[src/rtl/core/wsws_pkg.sv]
// Package for the white-space word splitter.
// Holds mode and item-kind codes, byte constants and the shared item and state types.
// No dependencies.
package wsws_pkg;

    localparam int ModeWidth = 3;
    localparam int CharWidth = 8;
    localparam int KindWidth = 2;

    localparam logic [ModeWidth-1:0] MODE_NORMAL   = 3'd0;
    localparam logic [ModeWidth-1:0] MODE_NOWRAP   = 3'd1;
    localparam logic [ModeWidth-1:0] MODE_PRE      = 3'd2;
    localparam logic [ModeWidth-1:0] MODE_PRE_LINE = 3'd3;
    localparam logic [ModeWidth-1:0] MODE_PRE_WRAP = 3'd4;

    localparam logic [KindWidth-1:0] KIND_CHAR  = 2'd0;
    localparam logic [KindWidth-1:0] KIND_SPACE = 2'd1;
    localparam logic [KindWidth-1:0] KIND_BREAK = 2'd2;

    localparam logic [CharWidth-1:0] BYTE_NUL     = 8'd0;
    localparam logic [CharWidth-1:0] BYTE_TAB     = 8'd9;
    localparam logic [CharWidth-1:0] BYTE_NEWLINE = 8'd10;
    localparam logic [CharWidth-1:0] BYTE_CR      = 8'd13;
    localparam logic [CharWidth-1:0] BYTE_SPACE   = 8'd32;

    typedef struct packed {
        logic [CharWidth-1:0] out_char;
        logic [KindWidth-1:0] item_kind;
        logic                 starts_word;
        logic                 line_break;
        logic                 last_of_run;
    } item_t;

    typedef struct packed {
        logic [1:0] count;
        item_t      first;
        item_t      second;
    } result_t;

    typedef struct packed {
        logic at_text_start;
        logic prev_was_space;
        logic prev_was_newline;
        logic pending_space;
    } split_state_t;

    localparam split_state_t STATE_RESET = '{
        at_text_start:    1'b1,
        prev_was_space:   1'b0,
        prev_was_newline: 1'b0,
        pending_space:    1'b0
    };

    function automatic item_t make_item(input logic [CharWidth-1:0] ch,
                                        input logic [KindWidth-1:0] kind,
                                        input logic start, input logic brk);
        item_t it;
        it.out_char    = ch;
        it.item_kind   = kind;
        it.starts_word = start;
        it.line_break  = brk;
        it.last_of_run = 1'b0;
        return it;
    endfunction

endpackage

[src/rtl/core/wsws_classify.sv]
// Combinational classifier for one text byte under the current white-space mode.
// Produces up to two result items and the next splitter state; uses wsws_pkg.
module wsws_classify (
    input  logic [wsws_pkg::ModeWidth-1:0] mode,
    input  logic [wsws_pkg::CharWidth-1:0] in_char,
    input  logic                           end_of_text,
    input  wsws_pkg::split_state_t         cur_state,
    output wsws_pkg::result_t              result,
    output wsws_pkg::split_state_t         next_state
);
    import wsws_pkg::*;

    logic  is_ws;
    logic  is_nl;
    logic  pending;
    item_t space_item;
    item_t break_item;
    item_t char_item;

    assign is_ws = (in_char == BYTE_SPACE) || ((in_char >= BYTE_TAB) && (in_char <= BYTE_CR));
    assign is_nl = (in_char == BYTE_NEWLINE);
    assign space_item = make_item(BYTE_SPACE, KIND_SPACE, 1'b1, 1'b0);
    assign break_item = make_item(BYTE_NUL, KIND_BREAK, 1'b1, 1'b1);

    always_comb begin
        result.count  = 2'd0;
        result.first  = space_item;
        result.second = space_item;
        char_item     = make_item(in_char, KIND_CHAR,
                                  cur_state.at_text_start || cur_state.prev_was_space, 1'b0);
        pending       = 1'b0;
        unique case (mode)
            MODE_PRE: begin
                result.count = 2'd1;
                result.first = make_item(in_char, KIND_CHAR,
                                         cur_state.at_text_start || cur_state.prev_was_newline,
                                         is_nl);
            end
            MODE_PRE_LINE: begin
                if (is_ws && is_nl) begin
                    result.count = 2'd1;
                    result.first = break_item;
                end else if (is_ws) begin
                    pending = !end_of_text;
                    if (end_of_text) begin
                        result.count = 2'd1;
                    end
                end else if (cur_state.pending_space) begin
                    result.count  = 2'd2;
                    result.second = char_item;
                end else begin
                    result.count = 2'd1;
                    result.first = char_item;
                end
            end
            MODE_PRE_WRAP: begin
                result.count = 2'd1;
                result.first = make_item(in_char, KIND_CHAR,
                                         cur_state.at_text_start
                                         || (is_ws != cur_state.prev_was_space), 1'b0);
            end
            default: begin
                if (is_ws) begin
                    if (cur_state.at_text_start || !cur_state.prev_was_space) begin
                        result.count = 2'd1;
                    end
                end else begin
                    result.count = 2'd1;
                    result.first = char_item;
                end
            end
        endcase
        result.first.last_of_run  = (result.count == 2'd1);
        result.second.last_of_run = 1'b1;

        if (end_of_text) begin
            next_state = STATE_RESET;
        end else begin
            next_state.at_text_start    = 1'b0;
            next_state.prev_was_space   = is_ws;
            next_state.prev_was_newline = is_nl;
            next_state.pending_space    = pending;
        end
    end

endmodule

[src/rtl/core/wsws_out_buf.sv]
// Two-slot result buffer that takes the items of one byte at once and sends them one per beat.
// Drives the result channel; uses wsws_pkg.
module wsws_out_buf (
    input  logic              aclk,
    input  logic              aresetn,
    input  wsws_pkg::result_t load_result,
    input  logic              load_req,
    output logic              load_ok,
    output logic              m_valid,
    input  logic              m_ready,
    output wsws_pkg::item_t   m_item
);
    import wsws_pkg::*;

    item_t      slot0_reg;
    item_t      slot1_reg;
    logic [1:0] count_reg;
    logic [1:0] count_next;
    logic       rd_sel_reg;
    logic       rd_sel_next;
    logic       pop;
    logic       do_load;

    assign m_valid = (count_reg != 2'd0);
    assign m_item  = rd_sel_reg ? slot1_reg : slot0_reg;
    assign pop     = m_valid && m_ready;
    assign load_ok = (load_result.count == 2'd0) || (count_reg == 2'd0)
                     || ((count_reg == 2'd1) && m_ready);
    assign do_load = load_req && load_ok && (load_result.count != 2'd0);

    always_comb begin
        count_next  = count_reg;
        rd_sel_next = rd_sel_reg;
        if (pop) begin
            count_next  = count_reg - 2'd1;
            rd_sel_next = 1'b1;
        end
        if (do_load) begin
            count_next  = load_result.count;
            rd_sel_next = 1'b0;
        end
    end

    always_ff @(posedge aclk) begin
        if (!aresetn) begin
            count_reg  <= 2'd0;
            rd_sel_reg <= 1'b0;
        end else begin
            count_reg  <= count_next;
            rd_sel_reg <= rd_sel_next;
        end
    end

    always_ff @(posedge aclk) begin
        if (do_load) begin
            slot0_reg <= load_result.first;
            slot1_reg <= load_result.second;
        end
    end

endmodule

[src/rtl/core/whitespace_mode_word_splitter_top.sv]
// Top level of the white-space word splitter: input register, mode register and state flags.
// Instantiates wsws_classify and wsws_out_buf; uses wsws_pkg.

// The splitter takes one text byte per beat and gives zero, one or two result items per byte,
// one item per beat, with the word-start, line-break and last-of-run flags on each item.
// A byte is registered on acceptance and classified in the next cycle straight into a
// two-slot result buffer, so bytes that give at most one item flow at one per cycle while
// m_ready is high; a byte that gives two items holds the input while the buffer drains.
// The mode register is written through the cfg channel, which is always ready, and must only
// be written while the splitter is idle.
module whitespace_mode_word_splitter_top (
    input  logic                           aclk,
    input  logic                           aresetn,
    input  logic                           cfg_valid,
    output logic                           cfg_ready,
    input  logic [wsws_pkg::ModeWidth-1:0] cfg_data,
    input  logic                           s_valid,
    output logic                           s_ready,
    input  logic [wsws_pkg::CharWidth-1:0] s_in_char,
    input  logic                           s_end_of_text,
    output logic                           m_valid,
    input  logic                           m_ready,
    output logic [wsws_pkg::CharWidth-1:0] m_out_char,
    output logic [wsws_pkg::KindWidth-1:0] m_item_kind,
    output logic                           m_starts_word,
    output logic                           m_line_break,
    output logic                           m_last_of_run
);
    import wsws_pkg::*;

    logic [ModeWidth-1:0] mode_reg;
    logic                 in_valid_reg;
    logic [CharWidth-1:0] in_char_reg;
    logic                 in_eot_reg;
    split_state_t         state_reg;
    split_state_t         state_next;
    result_t              result;
    logic                 load_ok;
    logic                 consume;
    item_t                m_item;

    assign cfg_ready = 1'b1;
    assign consume   = in_valid_reg && load_ok;
    assign s_ready   = !in_valid_reg || load_ok;

    wsws_classify u_classify (
        .mode        (mode_reg),
        .in_char     (in_char_reg),
        .end_of_text (in_eot_reg),
        .cur_state   (state_reg),
        .result      (result),
        .next_state  (state_next)
    );

    wsws_out_buf u_out_buf (
        .aclk        (aclk),
        .aresetn     (aresetn),
        .load_result (result),
        .load_req    (in_valid_reg),
        .load_ok     (load_ok),
        .m_valid     (m_valid),
        .m_ready     (m_ready),
        .m_item      (m_item)
    );

    assign m_out_char    = m_item.out_char;
    assign m_item_kind   = m_item.item_kind;
    assign m_starts_word = m_item.starts_word;
    assign m_line_break  = m_item.line_break;
    assign m_last_of_run = m_item.last_of_run;

    always_ff @(posedge aclk) begin
        if (!aresetn) begin
            mode_reg     <= MODE_NORMAL;
            in_valid_reg <= 1'b0;
            state_reg    <= STATE_RESET;
        end else begin
            if (cfg_valid && cfg_ready) begin
                mode_reg <= cfg_data;
            end
            if (s_ready) begin
                in_valid_reg <= s_valid;
            end
            if (consume) begin
                state_reg <= state_next;
            end
        end
    end

    always_ff @(posedge aclk) begin
        if (s_valid && s_ready) begin
            in_char_reg <= s_in_char;
            in_eot_reg  <= s_end_of_text;
        end
    end

    // Space and break words always open a new word, and a break word always forces a break.
    assert property (@(posedge aclk) disable iff (!aresetn)
        m_valid && (m_item_kind == KIND_BREAK) |-> m_starts_word && m_line_break
                                                   && (m_out_char == BYTE_NUL))
        else $error("break word with wrong flags");

    assert property (@(posedge aclk) disable iff (!aresetn)
        m_valid && (m_item_kind == KIND_SPACE) |-> m_starts_word && !m_line_break
                                                   && (m_out_char == BYTE_SPACE))
        else $error("space word with wrong flags");

    // The first item of a pair is followed at once by the second one.
    assert property (@(posedge aclk) disable iff (!aresetn)
        m_valid && m_ready && !m_last_of_run |=> m_valid)
        else $error("second item of a pair lost");

    // An unsent first item of a pair holds back any byte that gives items.
    assert property (@(posedge aclk) disable iff (!aresetn)
        m_valid && !m_last_of_run |-> !consume || !in_valid_reg || (result.count == 2'd0))
        else $error("new byte loaded over a pending pair");

endmodule

[config.mk]
export PLATFORM = sky130hd
export DESIGN_NAME = whitespace_mode_word_splitter_top
export DESIGN_NICKNAME = d
export VERILOG_FILES = /design/src/rtl/core/wsws_pkg.sv /design/src/rtl/core/wsws_classify.sv /design/src/rtl/core/wsws_out_buf.sv /design/src/rtl/core/whitespace_mode_word_splitter_top.sv
export SDC_FILE = /design/constraint.sdc
export NUM_CORES = 1
export LEC_CHECK = 0
export ABC_AREA = 1
export BUFFER_PORTS_ARGS = -buffer_cell sky130_fd_sc_hd__buf_2
export CORE_ASPECT_RATIO = 0.8
export CORE_MARGIN = 3
export CORE_UTILIZATION = 30
export CTS_CLUSTER_DIAMETER = 40
export DETAILED_ROUTE_END_ITERATION = 7
export GPL_TIMING_DRIVEN = 0
export MAX_ROUTING_LAYER = met4
export PLACE_DENSITY = 0.53
export SLEW_MARGIN = 40
export SYNTH_ARGS = -nofsm -noshare
export SYNTH_HDL_FRONTEND = slang
export SYNTH_SLANG_ARGS = --single-unit
[constraint.sdc]
create_clock -name aclk -period 2.66 [get_ports aclk]
set_input_delay 0.665 -clock aclk [delete_from_list [all_inputs] [get_ports aclk]]
set_output_delay 0.665 -clock aclk [all_outputs]
set_load 0.05 [all_outputs]
==> results.sh, run 1 <==
export IMPL_finalWorstSetupSlack_ns=0.151
export IMPL_pre_cts_slack_ns=0.206
export IMPL_dp_cells=341
export IMPL_diodes=0
export IMPL_syn_area_per_cell_um2=9.11
export IMPL_clkSlewWorstSetupHoldPaths_ns=0.09
export IMPL_worst_pin_slew_ns=0.542
export IMPL_nNetsFinal=291
export IMPL_final_cell_mix="nand2_1, edfxtp_1, buf_2"
export IMPL_ant_nets=0
export IMPL_p_leak_nw=1.12
export IMPL_synth_cell_area_um2=2060
export IMPL_run_status="finished clean"
export IMPL_core_area_um2=6510
export IMPL_seqCellArea_um2=1180
export IMPL_r2r_end="u_out_buf.slot1_reg[3]$_SDFFCE_PP1P_"
export IMPL_final_area_um2=2490
export IMPL_syn_inst=226
export IMPL_crit_start="in_char_reg[5]$_DFFE_PP_"
export IMPL_final_common_cell="nand2_1"
export IMPL_grt_max_degree=24
export IMPL_num_rows=26
export IMPL_clock_sinks=43
export IMPL_hold_buffers=0
export IMPL_syn_nets=245
export IMPL_r2r_start="in_char_reg[5]$_DFFE_PP_"
export IMPL_antenna_found_initial=0
export IMPL_layout_min_cycle_time_ns=2.51
export IMPL_postPlaceCellArea_um2=2320
export IMPL_worst_hold_slack_ns=0.499
export IMPL_start_util=0.317
export IMPL_gp_congestion=0.797
export IMPL_timing_max_transition_violations_final=0
export IMPL_via_per_inst=4.24
export IMPL_fin_util=0.383
export IMPL_final_setup_viol_count=0
export IMPL_vias=1514
export IMPL_crit_end="s_ready"
export IMPL_clk_path_buf_depth=2
export IMPL_critPathCaptureType="output port"
export IMPL_drtIter0Drc=63
export IMPL_power_density_nw_per_um2=880
export IMPL_vdd_ir_drop_max_mv=0.267
export IMPL_ys_types=30
export IMPL_hold_violations=0
export IMPL_grt_pass1_wl_mm=6.71
export IMPL_area_delta_synth_final_pct=21.1
export IMPL_fin_skew_ns=0.00354
export IMPL_track_usage=0.113
export IMPL_maxCapViolCount=0
export IMPL_cp_start_kind="flip-flop"
export IMPL_n_fill_cell=677
export IMPL_max_slew_margin=0.639
export IMPL_reg2regPathDepth=11
export IMPL_cts_tree="done"
export IMPL_fmax_ghz=0.399
export IMPL_finalCritPeriodShare=0.943
export IMPL_cts_root_buf="clkbuf_8"
export IMPL_dieArea_um2=7900
export IMPL_cp_max_fo=6
export IMPL_numCtsBuffers=5
export IMPL_ys_seq_elements=43
export IMPL_path_class="reg2out"
export IMPL_wirelength_mm=4.14
export IMPL_final_cells=357
export IMPL_dp_hpwl_mm=2.95
export IMPL_drive_gt1_frac=0.286
export IMPL_worstPathArrival_ns=1.84
export IMPL_r2r_slack_ns=0.53
export IMPL_firstDrtPassIters=4
export IMPL_htree_levels=2
export IMPL_multi_input_area_um2=732
export IMPL_hold_start="state_reg[3]$_SDFFE_PN1P_"
export IMPL_grt_pass1_vias=1401
export IMPL_ys_seq_area_frac=0.574
export IMPL_p_total_mw=2.19
export IMPL_pin_count=33
export IMPL_dieWidth_um=98.6
export IMPL_clock_latency_ns=0.30
export IMPL_port_buffer_count=31
export IMPL_hold_class="reg2reg"
export IMPL_largest_reg_flops=13
export IMPL_gr_total_overflow=0
export IMPL_ys_warn_count=0
export IMPL_tns_ns=0
export IMPL_route_detailed_drc=0
export IMPL_wl_per_cell_um=11.6
export IMPL_die_y_um=80.1
export IMPL_cp_data_required_time_ns=2.00
-- worst max-delay path: stages (launching register included) --
cell and delay (ns):
edfxtp_1 0.42, inv_2 0.09, nand2_1 0.06, nor2_2 0.15, nand3_2 0.12, nand2_4 0.11, nand2_1 0.06, nand3_1 0.08
nand2_2 0.08, nand2_4 0.10, nand3_4 0.09, buf_8 0.17
-- layout make-up --
cell class | instances | area share
clock inverters | 3 | 0.00803
clock buffers | 5 | 0.0276
multi-input cells | 141 | 0.294
plain buffers | 3 | 0.00602
repair buffers | 39 | 0.0903
flip-flops and latches | 43 | 0.474
well taps | 84 | 0.0421
inverters | 39 | 0.0587
-- logic make-up (layout without fill, tap and decap cells) --
| group | Yosys count | in the layout | share of synthesized area |
|---|---|---|---|
| compound gates | 23 | 23 | 0.0632 |
| simple gates | 115 | 115 | 0.271 |
| flops | 43 | 43 | 0.574 |
| buf+inv | 42 | 89 | 0.0784 |
| fa+ha+maj | 2 | 2 | 0.0121 |
| other cells | 1 | 1 | 0.00182 |
-- Yosys cell counts, drive strengths merged --
master / n / area share
a211oi: 2 / 0.0073
o21ai: 7 / 0.019
a21boi: 1 / 0.0036
nand3: 12 / 0.040
o211ai: 1 / 0.0036
or2: 1 / 0.0030
nand4: 3 / 0.012
a31oi: 1 / 0.0030
dfxtp: 11 / 0.11
conb: 1 / 0.0018
inv: 39 / 0.071
buf: 1 / 0.0036
nor4: 1 / 0.0030
nand2: 65 / 0.14
ha: 2 / 0.012
a21oi: 11 / 0.027
edfxtp: 32 / 0.47
nor2: 28 / 0.055
clkbuf: 2 / 0.0036
nor3: 5 / 0.018
-- what timing repair did --
action / CTS / global route
endpoints found under the setup margin: 1 / 1
resized for setup: 0 / 8
cloned: 0 / 0
buffers inserted: 1 / 7
pin swaps: 0 / 4
-- metal layers --
metal	track usage	wire length, um	part of all wire
met1	0.155	2140	0.52
met2	0.153	1690	0.41
met3	0.0295	205	0.050
met4	0.0573	92	0.022
met5	-	0	0
-- power breakdown --
part	internal, mW	leakage (nW)	switching (mW)
Combinational	0.222	0.698	0.651
Sequential	0.848	0.380	0.0479
Clock	0.183	0.0402	0.243
-- worst min path at each step --
stage	end	slack [ns]	cells past startpoint
3_5_place_dp	state_reg[3]$_SDFFE_PN1P_	0.49	2
6_report	state_reg[3]$_SDFFE_PN1P_	0.50	2
3_3_place_gp	state_reg[3]$_SDFFE_PN1P_	0.49	2
4_1_cts	state_reg[3]$_SDFFE_PN1P_	0.50	2
2_1_floorplan	state_reg[3]$_SDFFE_PN1P_	0.46	2
5_1_grt	in_char_reg[4]$_DFFE_PP_	0.52	1
Power figures use the tool's default switching activity.
==> run 2: changes to the inputs <==
--- a/config.mk
+++ b/config.mk
@@ -9,12 +9,12 @@
 export BUFFER_PORTS_ARGS = -buffer_cell sky130_fd_sc_hd__buf_2
 export CORE_ASPECT_RATIO = 0.8
 export CORE_MARGIN = 3
-export CORE_UTILIZATION = 30
+export CORE_UTILIZATION = 55
 export CTS_CLUSTER_DIAMETER = 40
 export DETAILED_ROUTE_END_ITERATION = 7
 export GPL_TIMING_DRIVEN = 0
 export MAX_ROUTING_LAYER = met4
-export PLACE_DENSITY = 0.53
+export PLACE_DENSITY = 0.83
 export SLEW_MARGIN = 40
 export SYNTH_ARGS = -nofsm -noshare
 export SYNTH_HDL_FRONTEND = slang
==> constraint.sdc (replaced) <==
create_clock -name aclk -period 2.5 [get_ports aclk]
set_input_delay 0.625 -clock aclk [delete_from_list [all_inputs] [get_ports aclk]]
set_output_delay 0.625 -clock aclk [all_outputs]
set_load 0.05 [all_outputs]
==> run 2 against run 1 <==
Clock power rose by 23%. Clock-buffer cell count unchanged. Global-route usage grew 6.6 points. Register-to-register slack got worse by 0.22 ns. Worst setup slack got worse by 0.16 ns. The flow now finishes with violations (setup timing). Design area is 3.5% lower. Non-clock buffer count decreased by 6.
==> results.sh, run 2 (synthesis gave the netlist of run 1 again) <==
export IMPL_dieArea_um2=4520
export IMPL_power_density_nw_per_um2=989
export IMPL_n_fill_cell=287
export IMPL_final_cell_mix="nand2_1, edfxtp_1, buf_2"
export IMPL_grt_pass1_vias=1287
export IMPL_cts_root_buf="clkbuf_8"
export IMPL_vias=1529
export IMPL_fmax_ghz=0.399
export IMPL_finalCritPeriodShare=1.00
export IMPL_drive_gt1_frac=0.273
export IMPL_firstDrtPassIters=4
export IMPL_route_detailed_drc=0
export IMPL_diodes=0
export IMPL_postPlaceCellArea_um2=2270
export IMPL_wl_per_cell_um=12.1
export IMPL_core_area_um2=3520
export IMPL_violations="setup timing"
export IMPL_cp_data_required_time_ns=1.88
export IMPL_grt_max_degree=24
export IMPL_numCtsBuffers=5
export IMPL_drtIter0Drc=174
export IMPL_htree_levels=2
export IMPL_clock_latency_ns=0.30
export IMPL_cts_tree="done"
export IMPL_critPathCaptureType="output port"
export IMPL_timing_max_transition_violations_final=0
export IMPL_clkSlewWorstSetupHoldPaths_ns=0.07
export IMPL_nNetsFinal=285
export IMPL_port_buffer_count=31
export IMPL_reg2regPathDepth=10
export IMPL_hold_violations=0
export IMPL_dieWidth_um=74.4
export IMPL_ant_nets=0
export IMPL_pin_count=33
export IMPL_num_rows=19
export IMPL_maxCapViolCount=0
export IMPL_gr_total_overflow=0
export IMPL_die_y_um=60.7
export IMPL_cp_max_fo=8
export IMPL_final_common_cell="nand2_1"
export IMPL_path_class="reg2out"
export IMPL_worstPathArrival_ns=1.88
export IMPL_via_per_inst=4.95
export IMPL_track_usage=0.179
export IMPL_fin_skew_ns=0.00500
export IMPL_dp_hpwl_mm=2.69
export IMPL_final_area_um2=2410
export IMPL_layout_min_cycle_time_ns=2.51
export IMPL_antenna_found_initial=0
export IMPL_clock_sinks=43
export IMPL_run_status="finished with violations"
export IMPL_grt_pass1_wl_mm=5.75
export IMPL_gp_congestion=0.908
export IMPL_clk_path_buf_depth=2
export IMPL_cp_start_kind="flip-flop"
export IMPL_p_leak_nw=1.10
export IMPL_start_util=0.585
export IMPL_area_delta_synth_final_pct=16.9
export IMPL_p_total_mw=2.38
export IMPL_rsz0062_at_grt="yes"
export IMPL_finalWorstSetupSlack_ns=-0.00502
export IMPL_largest_reg_flops=13
export IMPL_wirelength_mm=3.74
export IMPL_final_setup_viol_count=1
export IMPL_vdd_ir_drop_max_mv=0.512
export IMPL_min_path_cells=1
export IMPL_hold_class="in2reg"
run 2: cell count changes in the layout (fill, tap and decap cells not counted):
cell / delta
clkinv_1: +1
buf_8: -1
buf_6: +1
clkinvlp_4: -1
nand3_2: +1
nand3_4: -1
inv_1: -2
inv_2: +1
bufinv_16: +1
buf_4: -6
run 2: worst max-delay path, cell delays in order, from the launching register on:
cell	delay (ns)
edfxtp_1	0.41
inv_2	0.09
nand2_1	0.06
nor2_2	0.17
nand3_2	0.12
nand2_4	0.12
nand2_1	0.07
nand3_1	0.09
nand2_2	0.08
nand2_4	0.10
nand3_2	0.09
buf_6	0.18
run 2: routing by layer:
layer | up-vias | routed length [um] | GRT usage
li1 | 804 | - | -
met3 | 4 | 199 | 0.0546
met5 | - | 0 | -
met4 | 0 | 61 | 0.0660
met1 | 677 | 1700 | 0.235
met2 | 44 | 1780 | 0.264
run 2: power breakdown:
part           leakage, nW  switching [mW]  internal, mW
Combinational        0.659           0.679         0.225
Sequential           0.380          0.0515         0.904
Clock               0.0556           0.229         0.292
Total                 1.10           0.960          1.42
run 2: worst paths after layout:
| kind | from | end | slack, ns |
|---|---|---|---|
| worst min register to register | state_reg[3]$_SDFFE_PN1P_ | state_reg[3]$_SDFFE_PN1P_ | 0.50 |
| worst min-delay path | s_end_of_text | in_eot_reg$_DFFE_PP_ | 0.50 |
| worst max-delay path | in_char_reg[6]$_DFFE_PP_ | s_ready | -0.005 |
| worst max register to register | in_char_reg[6]$_DFFE_PP_ | u_out_buf.slot1_reg[8]$_SDFFCE_PP0P_ | 0.31 |
run 2: what timing repair did:
item                       4_1_cts  5_1_grt
hold buffers                     0        0
pin swaps                        1        0
setup endpoints to repair        1       24
gates resized for setup          3        5
buffers inserted                 2        0
run 2: through the flow:
step	setup WS, ns	hold WS (ns)	TNS [ns]	utilization	instances
after global routing	-0.140	0.487	-0.140	0.684	309
after detailed placement	0.125	0.487	0	0.644	299
final	-0.00502	0.497	-0.00502	0.684	309
after CTS	0.000388	0.491	0	0.681	309
after floorplan	0.311	0.458	0	-	226
after global placement	0.168	0.484	0	0.644	299
run 2: layout make-up:
cell class,instances,area [um^2],area share
flip-flops and latches,43,1180,0.491
multi-input cells,141,724,0.301
repair buffers,33,176,0.0733
inverters,39,150,0.0624
clock buffers,5,68.8,0.0286
well taps,42,52.6,0.0218
clock inverters,3,38.8,0.0161
plain buffers,3,15.0,0.00624
==> run 3: changes to the inputs <==
--- a/config.mk
+++ b/config.mk
@@ -15,6 +15,7 @@
 export GPL_TIMING_DRIVEN = 0
 export MAX_ROUTING_LAYER = met4
 export PLACE_DENSITY = 0.83
+export SETUP_SLACK_MARGIN = 0.2
 export SLEW_MARGIN = 40
 export SYNTH_ARGS = -nofsm -noshare
 export SYNTH_HDL_FRONTEND = slang
==> run 3 against run 2 <==
The flow now finishes without violations. First-iteration DRC count fell by 8.0%. Flip-flop and latch count did not move. Largest power group is now combinational cells. Sequential power rose by 0.8%. Final cell count rose by 5.2%. Total power rose by 3.7%. Via count rose by 12%.
==> results.sh, run 3 (synthesis gave the netlist of run 1 again) <==
export IMPL_run_status="finished clean"
export IMPL_ant_nets=0
export IMPL_start_util=0.585
export IMPL_nNetsFinal=301
export IMPL_postPlaceCellArea_um2=2270
export IMPL_path_class="reg2out"
export IMPL_intPower_mw=1.45
export IMPL_pwr_share_comb=0.397
export IMPL_p_seq_frac=0.390
export IMPL_num_rows=19
export IMPL_grt_pass1_vias=1356
export IMPL_port_buffer_count=31
export IMPL_hold_start="s_in_char[0]"
export IMPL_clock_sinks=43
export IMPL_p_sw_frac=0.413
export IMPL_timing_max_transition_violations_final=0
export IMPL_pin_count=33
export IMPL_via_per_inst=5.25
export IMPL_gr_total_overflow=0
export IMPL_critPathCaptureType="output port"
export IMPL_worstPathArrival_ns=1.85
export IMPL_p_leak_nw=1.18
export IMPL_hold_class="in2reg"
export IMPL_final_area_um2=2610
export IMPL_layout_min_cycle_time_ns=2.48
export IMPL_finalCritPeriodShare=0.990
export IMPL_worst_hold_slack_ns=0.492
export IMPL_drtIter0Drc=160
export IMPL_core_area_um2=3520
export IMPL_dp_hpwl_mm=2.69
export IMPL_cp_start_kind="flip-flop"
export IMPL_numCtsBuffers=5
export IMPL_htree_levels=2
export IMPL_switchingPower_mw=1.02
export IMPL_cp_data_required_time_ns=1.88
export IMPL_worst_pin_slew_ns=0.556
export IMPL_largest_reg_flops=13
export IMPL_drive_gt1_frac=0.357
export IMPL_firstDrtPassIters=4
export IMPL_final_common_cell="nand2_1"
export IMPL_wirelength_mm=4.70
export IMPL_crit_start="in_char_reg[7]$_DFFE_PP_"
export IMPL_cp_max_fo=5
export IMPL_die_y_um=60.7
export IMPL_antenna_found_initial=0
export IMPL_gp_congestion=0.908
export IMPL_diodes=0
export IMPL_clk_path_buf_depth=2
export IMPL_maxCapViolCount=0
export IMPL_r2r_start="in_char_reg[7]$_DFFE_PP_"
export IMPL_grt_max_degree=24
export IMPL_p_clk_frac=0.213
export IMPL_hold_buffers=0
export IMPL_final_cell_mix="nand2_1, edfxtp_1, buf_2"
export IMPL_area_delta_synth_final_pct=26.7
export IMPL_track_usage=0.194
export IMPL_max_slew_margin=0.629
export IMPL_fin_skew_ns=0.00304
export IMPL_grt_pass1_wl_mm=6.17
export IMPL_cts_tree="done"
export IMPL_final_setup_viol_count=0
export IMPL_cts_root_buf="clkbuf_8"
export IMPL_rsz0062_at_grt="yes"
export IMPL_fmax_ghz=0.404
export IMPL_vias=1705
export IMPL_dieArea_um2=4520
export IMPL_vdd_ir_drop_max_mv=0.510
export IMPL_dieWidth_um=74.4
export IMPL_route_detailed_drc=0
export IMPL_hold_violations=0
export IMPL_clkSlewWorstSetupHoldPaths_ns=0.08
export IMPL_wl_per_cell_um=14.5
export IMPL_pre_cts_slack_ns=0.125
export IMPL_clock_latency_ns=0.30
export IMPL_power_density_nw_per_um2=946
export IMPL_finalWorstSetupSlack_ns=0.0241
-- run 3: cell count changes in the layout (fill, tap and decap cells not counted), sizes merged --
cell / previous run / this run
clkinvlp: 1 / 2
buf: 34 / 49
-- run 3: worst paths after layout --
path / end / slack, ns / cells after the start
worst max register to register: u_out_buf.slot1_reg[12]$_SDFFCE_PP0P_ / 0.33 / 9
worst max-delay path: s_ready / 0.02 / 9
worst min register to register: mode_reg[1]$_SDFFE_PN0P_ / 0.52 / 2
worst min-delay path: in_char_reg[0]$_DFFE_PP_ / 0.49 / 1
-- run 3: cell type report --
type / count / area [um^2]
multi-input combinational: 141 / 800
tap: 42 / 52.6
fill: 232 / 908
timing repair inverter: 1 / 7.51
sequential: 43 / 1180
inverter: 39 / 150
timing repair buffer: 48 / 297
buffer: 3 / 15.0
clock inverter: 3 / 38.8
clock buffer: 5 / 68.8
-- run 3: what timing repair did --
item | in CTS | in global routing
resized for setup | 15 | 14
cloned | 0 | 1
buffers inserted | 11 | 6
endpoints found under the setup margin | 24 | 24
pin swaps | 7 | 10
-- run 3: power groups by stage --
stage	Clock (mW)	Combinational [mW]	Sequential (mW)
floorplan	0	0.712	0.958
global placement	0	0.867	0.968
detailed placement	0	0.882	0.972
CTS	0.523	0.931	0.957
global route	0.566	1.06	0.973
finish	0.525	0.981	0.963
-- run 3: worst max-delay path, stage by stage, from the launching register on --
cell,delay [ns]
edfxtp_1,0.44
nor2_1,0.24
nand4_4,0.17
nand2_4,0.14
nand2_2,0.06
nand3_2,0.06
nand2_2,0.08
nand2_4,0.10
nand3_4,0.08
buf_8,0.18
-- run 3: metal layers --
layer,part of all wire,global-route usage,up-vias,wire [um]
li1,-,-,841,-
met1,0.39,0.243,757,1830
met2,0.50,0.307,90,2360
met3,0.081,0.0546,17,379
met4,0.027,0.0609,0,126
met5,0,-,-,0
-- run 3: per-stage QoR --
step                power, mW   util  instances  setup TNS (ns)
finish                   2.47  0.742        325               0
global route             2.60  0.742        325         -0.0545
CTS                      2.41  0.712        318               0
detailed placement       1.85  0.644        299               0
global placement         1.83  0.644        299               0
floorplan                1.67      -        226               0
